### src/hw/rtl/assert_macros.svh
// Assertion macros used by the top-level RTL file for its concurrent checks.
`ifndef ASSERT_MACROS_SVH
`define ASSERT_MACROS_SVH

// Property checked on every rising clk edge, held off while rst_n is low.
`define CHK_CLK(label, prop, msg) \
    label: assert property (@(posedge clk) disable iff (!rst_n) (prop)) else $error(msg);

// Same check, but also evaluated during reset.
`define CHK_CLK_ALWAYS(label, prop, msg) \
    label: assert property (@(posedge clk) (prop)) else $error(msg);

`endif

### src/hw/rtl/mte_pkg.sv
// Package: word types, command record and constants of the MIDI track event encoder.
`timescale 1ns / 1ps

package mte_pkg;

    // Event codes carried in req_type
    typedef enum logic [1:0] {
        REQ_PROGRAM  = 2'd0,
        REQ_NOTE_ON  = 2'd1,
        REQ_NOTE_OFF = 2'd2,
        REQ_END      = 2'd3
    } req_kind_t;

    localparam int unsigned TICK_W = 28;

    // Status and meta bytes
    localparam logic [7:0] ST_PROGRAM  = 8'hC0;
    localparam logic [7:0] ST_NOTE_ON  = 8'h90;
    localparam logic [7:0] ST_NOTE_OFF = 8'h80;
    localparam logic [7:0] META_MARK   = 8'hFF;
    localparam logic [7:0] META_EOT    = 8'h2F;
    localparam logic [7:0] META_LEN0   = 8'h00;
    localparam logic [7:0] VLQ_CONT    = 8'h80;

    // Input word
    typedef struct packed {
        req_kind_t           req_type;
        logic [TICK_W-1:0]   event_tick;
        logic [3:0]          channel;
        logic [6:0]          first_arg;
        logic [6:0]          second_arg;
    } req_word_t;

    // Output word
    typedef struct packed {
        logic [7:0] out_byte;
        logic       last_byte;
        logic       order_error;
    } rsp_word_t;

    // Classified event handed from front to back
    typedef struct packed {
        logic              order_error;
        logic [TICK_W-1:0] delta;
        logic [1:0]        vlq_last;    // VLQ byte count minus one
        logic [7:0]        body0;
        logic [7:0]        body1;
        logic [7:0]        body2;
        logic              body_three;  // third body byte present
    } cmd_t;

    // Queue status
    typedef struct packed {
        logic full;
        logic empty;
    } queue_stat_t;

endpackage

### src/hw/rtl/mte_front.sv
// Front end: accepts events, checks tick order, computes the delta and classifies.
`timescale 1ns / 1ps

module mte_front
    import mte_pkg::*;
(
    input  logic        clk,
    input  logic        rst_n,
    input  logic        req_valid,
    output logic        req_ready,
    input  req_word_t   req,
    input  queue_stat_t q_stat,
    output logic        push,
    output cmd_t        push_cmd
);

    logic [TICK_W-1:0] prev_tick_reg;
    logic [TICK_W-1:0] prev_tick_next;
    logic              accept;
    logic              ordered;
    logic [TICK_W-1:0] delta;

    assign req_ready = !q_stat.full;
    assign accept    = req_valid && req_ready;
    assign push      = accept;

    // Order check and delta
    assign ordered = (req.event_tick >= prev_tick_reg);
    assign delta   = req.event_tick - prev_tick_reg;

    // Build the command record
    always_comb
    begin
        push_cmd             = '0;
        push_cmd.order_error = !ordered;
        push_cmd.delta       = delta;
        if (delta[27:21] != '0)
            push_cmd.vlq_last = 2'd3;
        else if (delta[20:14] != '0)
            push_cmd.vlq_last = 2'd2;
        else if (delta[13:7] != '0)
            push_cmd.vlq_last = 2'd1;
        else
            push_cmd.vlq_last = 2'd0;
        case (req.req_type)
            REQ_PROGRAM:
            begin
                push_cmd.body0      = ST_PROGRAM | {4'h0, req.channel};
                push_cmd.body1      = {1'b0, req.first_arg};
                push_cmd.body2      = '0;
                push_cmd.body_three = 1'b0;
            end
            REQ_NOTE_ON:
            begin
                push_cmd.body0      = ST_NOTE_ON | {4'h0, req.channel};
                push_cmd.body1      = {1'b0, req.first_arg};
                push_cmd.body2      = {1'b0, req.second_arg};
                push_cmd.body_three = 1'b1;
            end
            REQ_NOTE_OFF:
            begin
                push_cmd.body0      = ST_NOTE_OFF | {4'h0, req.channel};
                push_cmd.body1      = {1'b0, req.first_arg};
                push_cmd.body2      = {1'b0, req.second_arg};
                push_cmd.body_three = 1'b1;
            end
            default:
            begin
                push_cmd.body0      = META_MARK;
                push_cmd.body1      = META_EOT;
                push_cmd.body2      = META_LEN0;
                push_cmd.body_three = 1'b1;
            end
        endcase
    end

    // Previous tick: follows ordered events, cleared by end of track
    always_comb
    begin
        prev_tick_next = prev_tick_reg;
        if (accept && ordered)
        begin
            if (req.req_type == REQ_END)
                prev_tick_next = '0;
            else
                prev_tick_next = req.event_tick;
        end
    end

    always_ff @(posedge clk or negedge rst_n)
    begin
        if (!rst_n)
            prev_tick_reg <= '0;
        else
            prev_tick_reg <= prev_tick_next;
    end

endmodule

### src/hw/rtl/mte_queue.sv
// Short command queue between front end and byte serializer.
`timescale 1ns / 1ps

module mte_queue
    import mte_pkg::*;
#(
    parameter int unsigned DEPTH = 4
)
(
    input  logic        clk,
    input  logic        rst_n,
    input  logic        push,
    input  cmd_t        push_cmd,
    input  logic        pop,
    output cmd_t        head_cmd,
    output queue_stat_t q_stat
);

    localparam int unsigned AW = (DEPTH > 1) ? $clog2(DEPTH) : 1;
    localparam int unsigned CW = $clog2(DEPTH + 1);
    localparam logic [AW-1:0] LAST_SLOT = AW'(DEPTH - 1);

    cmd_t          slot_reg [DEPTH];
    logic [AW-1:0] wr_ptr_reg, wr_ptr_next;
    logic [AW-1:0] rd_ptr_reg, rd_ptr_next;
    logic [CW-1:0] count_reg, count_next;
    logic          do_push, do_pop;

    assign q_stat.full  = (count_reg == CW'(DEPTH));
    assign q_stat.empty = (count_reg == '0);
    assign do_push      = push && !q_stat.full;
    assign do_pop       = pop && !q_stat.empty;
    assign head_cmd     = slot_reg[rd_ptr_reg];

    // Pointer and fill count update
    always_comb
    begin
        wr_ptr_next = wr_ptr_reg;
        rd_ptr_next = rd_ptr_reg;
        count_next  = count_reg;
        if (do_push)
            wr_ptr_next = (wr_ptr_reg == LAST_SLOT) ? '0 : wr_ptr_reg + 1'b1;
        if (do_pop)
            rd_ptr_next = (rd_ptr_reg == LAST_SLOT) ? '0 : rd_ptr_reg + 1'b1;
        if (do_push && !do_pop)
            count_next = count_reg + 1'b1;
        else if (do_pop && !do_push)
            count_next = count_reg - 1'b1;
    end

    always_ff @(posedge clk or negedge rst_n)
    begin
        if (!rst_n)
        begin
            wr_ptr_reg <= '0;
            rd_ptr_reg <= '0;
            count_reg  <= '0;
        end
        else
        begin
            wr_ptr_reg <= wr_ptr_next;
            rd_ptr_reg <= rd_ptr_next;
            count_reg  <= count_next;
        end
    end

    // Storage, no reset needed
    always_ff @(posedge clk)
    begin
        if (do_push)
            slot_reg[wr_ptr_reg] <= push_cmd;
    end

endmodule

### src/hw/rtl/mte_back.sv
// Back end: serializes one queued command into VLQ delta and body bytes, or a lone zero byte on an order error.
`timescale 1ns / 1ps

module mte_back
    import mte_pkg::*;
(
    input  logic        clk,
    input  logic        rst_n,
    input  cmd_t        head_cmd,
    input  queue_stat_t q_stat,
    output logic        pop,
    output logic        rsp_valid,
    input  logic        rsp_ready,
    output rsp_word_t   rsp
);

    logic [2:0] idx_reg, idx_next;
    logic       valid_reg, valid_next;
    rsp_word_t  word_reg, word_next;
    logic       load;
    logic [2:0] last_idx;
    logic       is_last;
    logic [1:0] grp;
    logic [1:0] body_idx;
    logic [6:0] grp_bits;
    logic [7:0] cur_byte;

    assign rsp_valid = valid_reg;
    assign rsp       = word_reg;

    // A command is queued and the output register is free or being drained this cycle
    assign load = !q_stat.empty && (!valid_reg || rsp_ready);

    // Index of the final word of this command
    assign last_idx = head_cmd.order_error ? 3'd0 :
                      ({1'b0, head_cmd.vlq_last} + 3'd2 + {2'b00, head_cmd.body_three});
    assign is_last  = (idx_reg == last_idx);

    // Byte selection: VLQ groups most significant first, then body
    assign grp      = head_cmd.vlq_last - idx_reg[1:0];
    assign body_idx = 2'(idx_reg - {1'b0, head_cmd.vlq_last} - 3'd1);

    always_comb
    begin
        case (grp)
            2'd0:    grp_bits = head_cmd.delta[6:0];
            2'd1:    grp_bits = head_cmd.delta[13:7];
            2'd2:    grp_bits = head_cmd.delta[20:14];
            default: grp_bits = head_cmd.delta[27:21];
        endcase
    end

    always_comb
    begin
        if (idx_reg <= {1'b0, head_cmd.vlq_last})
            cur_byte = ((grp != 2'd0) ? VLQ_CONT : 8'h00) | {1'b0, grp_bits};
        else
        begin
            case (body_idx)
                2'd0:    cur_byte = head_cmd.body0;
                2'd1:    cur_byte = head_cmd.body1;
                default: cur_byte = head_cmd.body2;
            endcase
        end
    end

    // Next word, index and valid
    always_comb
    begin
        word_next  = word_reg;
        idx_next   = idx_reg;
        valid_next = valid_reg;
        pop        = 1'b0;
        if (load)
        begin
            valid_next            = 1'b1;
            word_next.order_error = head_cmd.order_error;
            word_next.last_byte   = is_last;
            word_next.out_byte    = head_cmd.order_error ? 8'h00 : cur_byte;
            if (is_last)
            begin
                pop      = 1'b1;
                idx_next = '0;
            end
            else
                idx_next = idx_reg + 1'b1;
        end
        else if (rsp_ready)
            valid_next = 1'b0;
    end

    always_ff @(posedge clk or negedge rst_n)
    begin
        if (!rst_n)
        begin
            idx_reg   <= '0;
            valid_reg <= 1'b0;
        end
        else
        begin
            idx_reg   <= idx_next;
            valid_reg <= valid_next;
        end
    end

    always_ff @(posedge clk)
    begin
        word_reg <= word_next;
    end

endmodule

### src/hw/rtl/midi_track_event_encoder_top.sv
// rsp_valid rises after an accepted event passes the queue count and output valid registers (queue empty, output free).
// One output word per cycle while rsp_ready is high; an event gives 1 to 7 words (VLQ bytes + body).
// Byte rate is set by the single-word output register of the serializer.
// Front accepts one event per cycle while the command queue has room.
// Reset (rst_n, async, active low) clears previous tick, queue and output valid.
`timescale 1ns / 1ps

`include "assert_macros.svh"

module midi_track_event_encoder_top
    import mte_pkg::*;
#(
    parameter int unsigned QUEUE_DEPTH = 4
)
(
    input  logic      clk,
    input  logic      rst_n,
    input  logic      req_valid,
    output logic      req_ready,
    input  req_word_t req,
    output logic      rsp_valid,
    input  logic      rsp_ready,
    output rsp_word_t rsp
);

    queue_stat_t q_stat;
    logic        push;
    logic        pop;
    cmd_t        push_cmd;
    cmd_t        head_cmd;
    logic        err_word_ok;

    mte_front u_front (
        .clk       (clk),
        .rst_n     (rst_n),
        .req_valid (req_valid),
        .req_ready (req_ready),
        .req       (req),
        .q_stat    (q_stat),
        .push      (push),
        .push_cmd  (push_cmd)
    );

    mte_queue #(
        .DEPTH (QUEUE_DEPTH)
    ) u_queue (
        .clk      (clk),
        .rst_n    (rst_n),
        .push     (push),
        .push_cmd (push_cmd),
        .pop      (pop),
        .head_cmd (head_cmd),
        .q_stat   (q_stat)
    );

    mte_back u_back (
        .clk       (clk),
        .rst_n     (rst_n),
        .head_cmd  (head_cmd),
        .q_stat    (q_stat),
        .pop       (pop),
        .rsp_valid (rsp_valid),
        .rsp_ready (rsp_ready),
        .rsp       (rsp)
    );

    // Error word shape: lone zero byte marked last
    assign err_word_ok = rsp.last_byte && (rsp.out_byte == 8'h00);

    // Checks
    `CHK_CLK(a_err_word, (rsp_valid && rsp.order_error) |-> err_word_ok, "bad error word")
    `CHK_CLK(a_mid_event, (rsp_valid && rsp_ready && !rsp.last_byte) |=> rsp_valid, "gap in event")
    `CHK_CLK(a_ready_full, req_ready == !q_stat.full, "front ready must track queue space")
    `CHK_CLK(a_pop_nonempty, pop |-> !q_stat.empty, "pop from empty queue")

endmodule
### config.mk
export PLATFORM = sky130hd
export DESIGN_NAME = midi_track_event_encoder_top
export DESIGN_NICKNAME = d
export VERILOG_FILES = /design/src/hw/rtl/mte_pkg.sv /design/src/hw/rtl/mte_front.sv /design/src/hw/rtl/mte_queue.sv /design/src/hw/rtl/mte_back.sv /design/src/hw/rtl/midi_track_event_encoder_top.sv
export VERILOG_INCLUDE_DIRS = /design/src /design/src/hw/rtl
export SDC_FILE = /design/constraint.sdc
export NUM_CORES = 1
export LEC_CHECK = 0
export ABC_AREA = 1
export ABC_CLOCK_PERIOD_IN_PS = 4300
export BUFFER_PORTS_ARGS = -buffer_cell sky130_fd_sc_hd__buf_2
export CAP_MARGIN = 20
export CORE_MARGIN = 3
export CORE_UTILIZATION = 35
export DETAILED_ROUTE_END_ITERATION = 10
export GPL_TIMING_DRIVEN = 0
export PLACE_DENSITY = 0.48
export RECOVER_POWER = 100
export SLEW_MARGIN = 10
export SYNTH_ARGS = -nofsm -noshare
export SYNTH_HDL_FRONTEND = slang
export SYNTH_SLANG_ARGS = --single-unit
### constraint.sdc
create_clock -name clk -period 4.3 [get_ports clk]
set_input_delay 0.43 -clock clk [delete_from_list [all_inputs] [get_ports clk]]
set_output_delay 0.43 -clock clk [all_outputs]
set_load 0.05 [all_outputs]
Yosys cells after proc, flatten, opt, wreduce, memory -nomap -nowiden
Memory sizes are Yosys's and may differ from the RTL's.
Cells that the tools add are included.
- bits in registers: 49
- latch bits: 0
- RAM bits: 220
- memory bits (read-only): 0
- input port bits: 52
- output and inout port bits: 12
- word-level logic and storage cells: 79
- memories: 1
- add/subtract/negate cells: 11
- multipliers: 0
- divide/modulo/power cells: 0
- $lt $le $gt $ge: 2
- equality and inequality tests: 10
- shift operators: 0
- multiplexer cells: 21
- bitwise logic cells: 1
- reduce and logical (&&, ||, !) cells: 24
- memory list (name ; words ; width ; read ports ; clocked after memory_dff ; write ports ; RTL line ; text):
    u_queue.slot_reg ; 4 ; 55 ; 1 ; 0 ; 1 ; mte_queue.sv:23 ; cmd_t slot_reg [DEPTH];
- operators by type and width (operator ; number):
    24-bit case mux with 3 select lines ; 1
    28-bit greater-or-equal comparator ; 1
    28-bit two-way mux ; 1
    28-bit subtractor ; 1
    7-bit case mux with 3 select lines ; 1
    7-bit nonzero test ; 3
    8-bit two-way mux ; 2
    8-bit case mux with 2 select lines ; 1
    3-bit two-way mux ; 4
    2-bit == test (second input constant) ; 5
    2-bit two-way mux ; 4
    8-bit by 7-bit bitwise OR with 8-bit output ; 1
    1-bit logical AND ; 7
    1-bit two-way mux ; 7
    3-bit by 1-bit adder with 3-bit output (second input constant) ; 2
    2-bit by 1-bit == test with 1-bit output (second input constant) ; 3
    1-bit logical NOT ; 6
    2-bit logical NOT ; 3
    2-bit nonzero test ; 3
    2-bit by 1-bit adder with 2-bit output (second input constant) ; 2
    2-bit subtractor ; 2
    2-bit by 2-bit adder with 3-bit output (second input constant) ; 1
    3-bit by 1-bit adder with 3-bit output ; 1
    3-bit == test ; 1
    other kinds (6) ; 6

Longest topological paths before layout
An unclocked memory read counts as a cell.
- depth in word-level cells: 11
- depth in mapped cells: 22
- mapped depth without buffers: 19

Cells and area by module
Synthesis repeated with hierarchy kept, for this count alone.
- cells, all modules: 1582
- area total of the unflattened synthesis: 14863.0 µm²
- modules (own cells, without submodules) (module ; times used ; cells an instance ; area an instance (µm²) ; seq. area each (µm²)):
    mte_queue ; 1 ; 714 ; 9689.3 ; 6901.6
    mte_front ; 1 ; 693 ; 3960.0 ; 700.7
    mte_back ; 1 ; 175 ; 1213.7 ; 400.4

Worst setup path before layout
Ideal clock, no wire load.
- path kind: register to register
- start point: register u_queue.count_reg[0]
- end point: memory u_queue.slot_reg[0][0] (netlist name), enable pin
- setup time: 0.464 ns
- arrival time: 3.350 ns
- data required time: 3.836 ns
- slack: 0.486 ns
- stages on the path, launching flop included: 5
- path buffers: 0
- period minus slack after synthesis: 3.814 ns
- cells stage by stage: dfrtp_1 -> inv_1 -> nand3_1 -> nand2_1 -> nor2_1
- longest elaborated chain between the ends: 6
- ends and longest elaborated chain (what ; RTL line ; text):
    from (decl) ; mte_queue.sv:26 ; logic [CW-1:0] count_reg, count_next;
    from (signal assigned) ; mte_queue.sv:63 ; count_reg <= count_next;
    3-bit == test * ; mte_queue.sv:29 ; assign q_stat.full = (count_reg == CW'(DEPTH));
    1-bit logical NOT * ; mte_front.sv:23 ; assign req_ready = !q_stat.full;
    via req_ready ; midi_track_event_encoder_top.sv:19 ; output logic req_ready,
    1-bit logical AND ; mte_front.sv:24 ; assign accept = req_valid && req_ready;
    1-bit logical AND * ; mte_queue.sv:31 ; assign do_push = push && !q_stat.full;
    1-bit two-way mux * ; mte_queue.sv:70 ; if (do_push)
    1-bit two-way mux (implied by the code) * ; mte_queue.sv:71 ; slot_reg[wr_ptr_reg] <= push_cmd;
    to (decl) ; mte_queue.sv:23 ;
Mark *: on every way through the listed nets, which the timed path passes. The rest lies on a longest branch.

Worst setup path in the final report
- start point: register u_queue.rd_ptr_reg[1]
- end point: register u_back.word_reg (netlist bit u_back.rsp[7]) (data pin)
- longest elaborated chain between the ends: 6
- elaborated cells between the ends (all ways): 14
- those cells by class: add/sub: 3; order compare: 1; eq/ne: 3; mux: 3; bitwise: 1; reduce/logical: 2; memory: 1
- ends and longest elaborated chain (what ; RTL line ; text):
    from (decl) ; mte_queue.sv:25 ; logic [AW-1:0] rd_ptr_reg, rd_ptr_next;
    from (signal assigned) ; mte_queue.sv:62 ; rd_ptr_reg <= rd_ptr_next;
    memory 4 x 55 bit * ; -- ;
    2-bit subtractor, on equally long branches ; mte_back.sv:41, mte_back.sv:40 ;
    2-bit by 1-bit subtractor with 2-bit output (tied with other cells) ; mte_back.sv:41 ; assign body_idx = 2'(idx_reg - {1'b0, head_cmd.vlq_last} - 3'd1);
    2-bit by 1-bit == test with 1-bit output (tied with other cells) ; mte_back.sv:59 ; case (body_idx)
    8-bit case mux with 2 select lines or 8-bit by 7-bit bitwise OR with 8-bit output (tied branches) ; mte_back.sv:59, mte_back.sv:56 ;
    8-bit two-way mux ; mte_back.sv:55 ; if (idx_reg <= {1'b0, head_cmd.vlq_last})
    to (signal assigned) ; mte_back.sv:108 ; word_reg <= word_next;
    to (decl) ; mte_back.sv:19 ; rsp_word_t word_reg, word_next;
Every way passes the cells marked *; elsewhere a longest branch is shown, timed or not.
A chain may end at the register's enable or synchronous reset.

==> results.json <==
{
  "hp-class": "in -> reg",
  "via_per_inst": 4.80,
  "async_flop_share": 0.149,
  "drtPass1Iterations": 4,
  "drc": 0,
  "critPathMaxStageDelay_ns": 0.45,
  "end_kind": "flop",
  "rsz0062_at_grt": "no",
  "vias": 9874,
  "antenna_found_initial": 0,
  "met3_length_um": 1510,
  "ctsHtreeMaxLevel": 1,
  "path_max_fanout": 10,
  "gp_congestion": 0.827,
  "finClkSkew_ns": 0.00958,
  "crit_chain": "buf_2 > clkinv_1 > clkbuf_1 > a32o_1 > ha_1 > xor2_2 > inv_1 > nand2_1 > inv_1 > nand2_1 > nand3_1 > o21ai_0 > a41oi_1",
  "critPathBufInv": 5,
  "die_h_um": 201,
  "hold_viol_final": 0,
  "core_area_mm2": 0.0370,
  "setup_ws_ns": 0.324,
  "arrival_ns": 4.25,
  "finalSetupViolCount": 0,
  "grt_pass1_wl_um": 57500,
  "crit_slowest_cell": "xor2_2",
  "die_w_um": 201,
  "rows": 70,
  "vdd_drop_max_mv": 0.516,
  "startpoint_type": "flop",
  "synth_area_mm2": 0.0133,
  "dr.first_iter.drc_count": 540,
  "diodes": 0,
  "syn-instance-count": 1426,
  "clock-sinks": 261,
  "synth-seq-cells": 261,
  "synth_edf_count": 222,
  "status": "finished, violations left",
  "post_dp_cell_area_mm2": 0.0145,
  "numCtsBuffers": 30,
  "port-buffer-count": 63,
  "avgSynthCellArea_um2": 9.34,
  "critical_path_required_ns": 4.58,
  "fin_crit_ns": 3.98,
  "grt.total_usage": 0.182,
  "slew_viol_final": 123,
  "path_class": "reg -> reg",
  "power_density_mw_per_mm2": 848,
  "nets": 1631,
  "io-pin-count": 64,
  "fillers": 3785,
  "cts_buffer_depth": 3,
  "path_clk_slew_ns": 0.06,
  "grt_pass1_vias": 9684,
  "wl_um": 36600,
  "dp_slack_ns": -0.0377,
  "highest_layer": "met4",
  "grt_max_degree": 40,
  "fmax_mhz": 252,
  "die_area_mm2": 0.0404,
  "maxCapViolations": 5,
  "initial_utilization": 0.359,
  "drt-met1-wl_um": 17900,
  "root_buffer": "clkbuf_16",
  "synth-seq-area-share": 0.574,
  "insertion_delay_ns": 0.57,
  "antenna_left": 0,
  "drive_above_1_share": 0.101,
  "crit_family": "buffers and inverters",
  "overflow": 0,
  "routedWlPerCell_um": 17.8,
  "yosysWarnings": 0,
  "design_area_mm2": 0.0152,
  "slew_headroom": -0.277,
  "violations": "max-capacitance violations, max-slew violations",
  "cts_tree": "built",
  "p_leak_nw": 6.46,
  "largest_reg_flops": 212,
  "ys_types": 49,
  "finalCritPeriodShare": 0.925,
  "dpl.hpwl_um": 26900,
  "worstMarginPinSlew_ns": 1.91,
  "synth_ff_type": "edfxtp_1",
  "synth_nets": 1526,
  "syn_to_final_growth_pct": 14.0,
  "wl_met2_um": 16600
}
[Yosys cell counts (2+ instances only)]
cell | n | share of area
nand3_1 | 68 | 0.026
nand2_1 | 351 | 0.099
a21oi_1 | 48 | 0.018
fa_1 | 2 | 0.0030
nand3b_1 | 4 | 0.0023
nand3_2 | 2 | 0.0015
dfrtp_1 | 39 | 0.073
and2_1 | 2 | 0.00094
clkbuf_1 | 28 | 0.0079
buf_6 | 5 | 0.0042
nor3_1 | 2 | 0.00075
a221oi_1 | 2 | 0.0013
a41oi_1 | 3 | 0.0020
o21a_1 | 2 | 0.0011
edfxtp_1 | 222 | 0.50
nor2_1 | 133 | 0.037
xnor2_1 | 5 | 0.0033
inv_2 | 12 | 0.0034
o22ai_1 | 38 | 0.018
o21ai_2 | 22 | 0.014
ha_1 | 46 | 0.043
nor2_2 | 5 | 0.0023
inv_1 | 199 | 0.056
o21ai_1 | 9 | 0.0034
nand2_2 | 26 | 0.012
o21ai_0 | 99 | 0.037
clkinv_1 | 3 | 0.00085
xor2_1 | 8 | 0.0053
nand4_1 | 11 | 0.0052
buf_2 | 11 | 0.0041
[power breakdown]
part,switching (mW),internal [mW],total [mW]
clock network,1.00,1.45,2.46
logic,4.54,1.72,6.26
registers,0.236,3.93,4.17
total,5.78,7.10,12.9
[cell usage in the layout (no fill, tap or decap), types with 46 or more instances in the layout]
cell type,instances
a21oi_1,48
clkbuf_1,65
nor2_1,134
buf_2,57
nand3_1,70
ha_1,46
nand2_1,353
inv_1,200
edfxtp_1,222
o21ai_0,122
[per-layer routing]
| metal | GRT usage | up-vias |
|---|---|---|
| met4 | 0.0376 | 0 |
| met1 | 0.264 | 4707 |
| met3 | 0.0284 | 45 |
| li1 | - | 4941 |
| met2 | 0.290 | 181 |
| met5 | 0 | - |
[through the flow]
| step | setup TNS, ns | power, mW | util | std cells | hold slack, ns |
|---|---|---|---|---|---|
| 6_report | 0 | 12.9 | 0.410 | 2059 | 0.0515 |
| 5_1_grt | 0 | 13.9 | 0.410 | 2059 | 0.0600 |
| 4_1_cts | 0 | 13.2 | 0.418 | 2058 | 0.0279 |
| 3_5_place_dp | -0.0380 | 10.7 | 0.392 | 2002 | 0.473 |
| 3_3_place_gp | -261.60 | 10.6 | 0.385 | 1993 | 0.470 |
| 2_1_floorplan | 0 | 8.44 | - | 1426 | 0.134 |
[path summary, 6_finish.rpt]
path	from	cells past startpoint	slack [ns]	to
setup / recovery	u_queue.rd_ptr_reg[1]	13	0.32	u_back.rsp[7]
hold / removal	rsp_ready	2	0.05	u_back.rsp_valid
setup reg to reg	u_queue.rd_ptr_reg[1]	13	0.32	u_back.rsp[7]
hold reg to reg	u_front.prev_tick_reg[8]	2	0.49	u_front.prev_tick_reg[8]
max in group asynchronous	rst_n	3	1.65	u_front.prev_tick_reg[6]
min in group asynchronous	rst_n	2	0.44	u_front.prev_tick_reg[1]
[final cells by class]
cell class	count	area, um2	area share
sequential	261	7640	0.503
clock buffer	49	882	0.0581
inverter	214	803	0.0529
timing repair buffer	74	379	0.0250
clock inverter	7	72.6	0.00478
multi-input combinational	905	4570	0.301
buffer	45	205	0.0135
tap	504	631	0.0415
[cells by family after synthesis]
family / count (synthesis) / share of synthesized area
AOI/OAI and AO/OA: 232 / 0.101
xor gates and xnor gates: 14 / 0.00977
adders and majority gates: 48 / 0.0462
buffers and inverters: 260 / 0.0774
DFF: 261 / 0.574
and+or+nand+nor: 611 / 0.192
[repair_timing]
| item | in CTS | in global routing |
|---|---|---|
| gates resized for setup | 1 | 4 |
| endpoints found under the hold margin | 0 | 8 |
| setup buffers | 0 | 0 |
| gates cloned | 0 | 0 |
| endpoints found under the setup margin | 2 | 6 |
| hold buffers | 0 | 1 |
Note: power is estimated with default switching activity, not from simulation.
